## src/hdl/lfga_ram.sv

```systemverilog
// lfga_ram: single write port, single registered read port memory
// used for the per-gate end times and use counts
// no dependencies
module lfga_ram #(
	parameter int DEPTH = 64,
	parameter int WIDTH = 16,
	localparam int AW = (DEPTH > 1) ? $clog2(DEPTH) : 1
) (
	input  logic             clk,
	input  logic             wr_en,
	input  logic [AW-1:0]    wr_addr,
	input  logic [WIDTH-1:0] wr_data,
	input  logic [AW-1:0]    rd_addr,
	output logic [WIDTH-1:0] rd_data
);

	logic [WIDTH-1:0] mem_q [DEPTH];

	always_ff @(posedge clk) begin
		if (wr_en) begin
			mem_q[wr_addr] <= wr_data;
		end
		rd_data <= mem_q[rd_addr];
	end

endmodule

```

## config.mk

```make
export PLATFORM = sky130hd
export DESIGN_NAME = lfga_ram
export DESIGN_NICKNAME = d
export VERILOG_FILES = /design/src/hdl/lfga_ram.sv
export SDC_FILE = /design/constraint.sdc
export NUM_CORES = 1
export LEC_CHECK = 0
export BUFFER_PORTS_ARGS = -buffer_cell sky130_fd_sc_hd__buf_2
export CORE_UTILIZATION = 55
export CTS_BUF_LIST = sky130_fd_sc_hd__clkbuf_4 sky130_fd_sc_hd__clkbuf_8
export DETAILED_ROUTE_END_ITERATION = 10
export GPL_TIMING_DRIVEN = 0
export PLACE_DENSITY = 0.71
export SLEW_MARGIN = 20
export SYNTH_ARGS = -nofsm -noshare
export SYNTH_HDL_FRONTEND = slang
export SYNTH_SLANG_ARGS = --single-unit
```

## constraint.sdc

```tcl
create_clock -name clk -period 3.2 [get_ports clk]
set_input_delay 0.64 -clock clk [delete_from_list [all_inputs] [get_ports clk]]
set_output_delay 0.64 -clock clk [all_outputs]
set_load 0.005 [all_outputs]
```

# Yosys cells after proc, flatten, opt, wreduce, memory -nomap -nowiden
# Memory sizes are Yosys's and may differ from the RTL's. A register that Yosys moved wholly into a read port is not among the register bits.
# Cells that the tools add are included.
dict set report totals {
  n_memories 1
  ff_bits 0
  ramBits 1024
  in_bits 30
}
dict set report classes {
  mux 2
}
# name words width rd rd_clocked_by_memory_dff wr line_no
set memory_table {}
lappend memory_table {mem_q 64 16 1 1 1 17} ;# logic [WIDTH-1:0] mem_q [DEPTH];
# cell n
set op_table {}
lappend op_table {{1-bit 2-to-1 mux} 2}

# Depth between registers and ports, before layout
dict set report logic_depth {
  word_depth 2
  depth_mapped 10
  depth_no_buf 5
}

# Worst setup path after synthesis
# Ideal clock, no wire load.
dict set report synth_path {
  path_type {input -> register}
  start {in wr_addr[3]}
  end {mem mem_q[48][0], enable pin}
  required_time_ns 2.791
  slack_ns 0.525
  cell_stages 4
  t_arrival_ns 2.266
  path_cell_list {clkbuf_1 nor2b_1 nand4b_1 nor3_1}
}
# item line_no
set synth_lines {}
lappend synth_lines {{start: declaration} 11} ;# input logic [AW-1:0] wr_addr,
lappend synth_lines {{end: declaration} 17}
# No word-level cell before the write port.

==> flow_summary_export.csv <==
group,metric,value,unit
power,switchingPower,0.00597,W
worst_setup_path,crit_type,"primary input to register",
floorplan,die_area,0.0739,mm^2
clocking,path_clk_slew,0.06,ns
run_status,outcome,"finished, final reports clean",
yosys,yosysWarnings,0,
yosys,synth.cell_area,0.0400,mm^2
place,io_buffers,38,
hold_path,hp-start,"wr_data[8]",
power,switching_share,21.7,%
place,dp_hpwl,63.4,mm
place,gp_congestion,0.920,
global_routing,antenna_found_initial,8,
clocking,clkSinkCount,1040,
hold_path,worstHoldEndpoint,"mem_q[51][8]",
clocking,clockRootBuffer,"clkbuf_8",
route,ant_nets,0,
yosys,yosysTopAreaCellShare,76.8,%
route,met2_length,46.4,mm
global_routing,grtUsageTotal,27.0,%
sta,setup_viol,0,
yosys,synth_common_cells,"1024 x edfxtp_1, 220 x mux4_2, 85 x mux2i_1",
yosys,synth_edf_count,1024,
floorplan,die_w,272,um
worst_setup_path,worstPathRequired,3.84,ns
route,drc,0,
route,drtPass1Iterations,5,
global_routing,grt_max_degree,65,
route,vias_per_cell,6.31,
clocking,clockBufferDepth,3,
sta,slew_headroom,28.7,%
yosys,synth.distinct_cells,43,
job,cap_violations,0,
floorplan,ioPinCount,46,
route,met3_length,9.82,mm
clocking,cts_tree,"yes",
route,vias,20011,
yosys,postSynthAreaPerCell,21.9,um^2
sta,finalCritPeriodShare,85.0,%
power,p_leak,14.6,nW
yosys,async_flop_share,0,%
clocking,ctsHoldBuffers,0,
place,pre_cts_ws,-0.177,ns
global_routing,grt.overflow.total,0,
worst_setup_path,critical_path.startpoint_type,"primary input",
sta,fin_ws,0.478,ns
sta,slew_violations,0,
route,wirelength,97.6,mm
floorplan,core-area,0.0717,mm^2
sta,finalHoldViolCount,0,
layout,syn2layout_area_growth,13.9,%
floorplan,rows,98,
global_routing,grt_pass1_wl,140,mm
sta,max_clock_freq,367,MHz
worst_setup_path,r2r-end,"rd_data[11]",
worst_setup_path,arrival,3.36,ns
yosys,netlist_instances,1829,
worst_setup_path,r2r_cells,5,
power,cell_internal_pwr,0.0215,W
worst_setup_path,cp_max_fo,10,
power,p_seq_share,55.0,%
power,ir_drop,404,uV
sta,rsz0062_at_grt,"false",
worst_setup_path,reg2reg_slack,0.73,ns
layout,drive_gt1_share,33.5,%
route,wl_per_cell,30.8,um
worst_setup_path,r2r-start,"mem_q[18][11]",
sta,tightest_slew,1.07,ns
power,clockPowerShare,39.5,%
hold_path,min_path_cells,1,
hold_path,hp-class,"primary input to register",
power,power,0.0275,W
sta,fin_worst_skew,0.0377,ns
yosys,seq_area_frac_synth,77.6,%
global_routing,grt_pass1_vias,20259,
clocking,htreeDepth,4,
yosys,yosys.area.top_type,"edfxtp_1",
clocking,cts_buffers,160,
yosys,synth_seq_cells,1040,
yosys,syn_nets,1859,
layout,nets,2124,
route,met1Wirelength,37.4,mm
sta,fin_crit,2.72,ns
clocking,cts_setup_buffers,0,
yosys,ys.flop_type,"edfxtp_1",
route,drt_iter0_markers,2384,
floorplan,initial_core_util,55.8,%
yosys,netlist_top_cells_area,"edfxtp_1 77%, mux4_2 12%, mux2i_1 2.1%",
yosys,post-synth-top-count-cell,"edfxtp_1",
clocking,clk_latency,0.81,ns
clocking,cts-resized-gates,0,
power,pwr-share-comb,5.5,%
worst_setup_path,worst_setup_path_end_kind,"register",
power,powerDensity,603,mW/mm^2
route,highest_layer,"met5",
floorplan,die_h,272,um
-- registers in the layout (all words and copies together), names as in the netlist --
register / flops
rd_data: 16
mem_q: 1024
-- worst max-delay path by stage --
stage                           from  slack (ns)           end
after floorplan           wr_addr[3]        0.53  mem_q[48][0]
after global placement    wr_addr[4]       -0.71  mem_q[48][9]
after detailed placement  rd_addr[2]       -0.18   rd_data[15]
after CTS                 rd_addr[2]        0.69   rd_data[15]
after global routing      rd_addr[2]        0.51    rd_data[4]
final                     rd_addr[2]        0.48   rd_data[11]
-- cells in the final DEF (no fill, tap or decap), drive strengths merged, types with 7 or more instances in the layout --
master / count
a211o: 8
dfxtp: 16
mux2: 27
nand4: 12
a211oi: 8
mux2i: 85
a31oi: 8
clkinv: 59
mux4: 224
o21ai: 8
nor2b: 30
a21oi: 17
edfxtp: 1024
a22oi: 39
a221oi: 16
nor2: 74
nand2: 60
a311oi: 8
bufinv: 7
clkbuf: 241
buf: 180
nand3: 24
-- metal layers --
metal,vias to the layer above,GRT usage (%)
met1,10380,36.7
li1,8253,-
met5,-,0
met2,1140,41.9
met3,228,7.33
met4,10,11.5
-- stage by stage --
| stage | cells | hold slack (ns) | util, % | instance area (um^2) | TNS (ns) |
|---|---|---|---|---|---|
| after detailed placement | 2882 | 0.876 | 59.1 | 42400 | -1.50 |
| after floorplan | 1829 | 0.739 | - | 40000 | 0 |
| after global routing | 3171 | 0.404 | 63.6 | 45600 | 0 |
| after global placement | 2817 | 0.857 | 57.7 | 41400 | -165.34 |
| after CTS | 3170 | 0.408 | 63.5 | 45600 | 0 |
| final | 3172 | 0.417 | 63.6 | 45600 | 0 |
-- final cells by class --
class | count | area, um^2
Clock inverter | 74 | 515
Tap cell | 950 | 1190
Buffer | 104 | 733
Sequential cell | 1040 | 31100
Timing Repair Buffer | 103 | 1050
Clock buffer | 214 | 2630
Multi-Input combinational cell | 685 | 8400
Fill cell | 4803 | 26100
Antenna cell | 2 | 5.00
-- power groups by stage --
stage | Combinational [W] | Clock [W] | Sequential, W
final | 0.00150 | 0.0109 | 0.0151
after global routing | 0.00156 | 0.0116 | 0.0151
after CTS | 0.00149 | 0.0110 | 0.0151
after detailed placement | 0.00149 | 0 | 0.0154
after global placement | 0.00143 | 0 | 0.0154
after floorplan | 0.000781 | 0 | 0.0154
-- critical path, cell delays in order --
cell and delay (ns):
buf_2 0.23, buf_4 0.22, buf_2 0.43, mux4_2 0.37, mux2i_1 0.44, a22oi_1 0.18
a31oi_1 0.70, a311oi_1 0.12
-- cell families after synthesis --
group	count (synthesis)	share of synthesized area [%]
muxes	336	15.5
DFF	1040	77.6
AOI/OAI and AO/OA	129	2.41
and+or+nand+nor	220	2.65
buffers and inverters	104	1.83
Power figures use the tool's default switching activity.
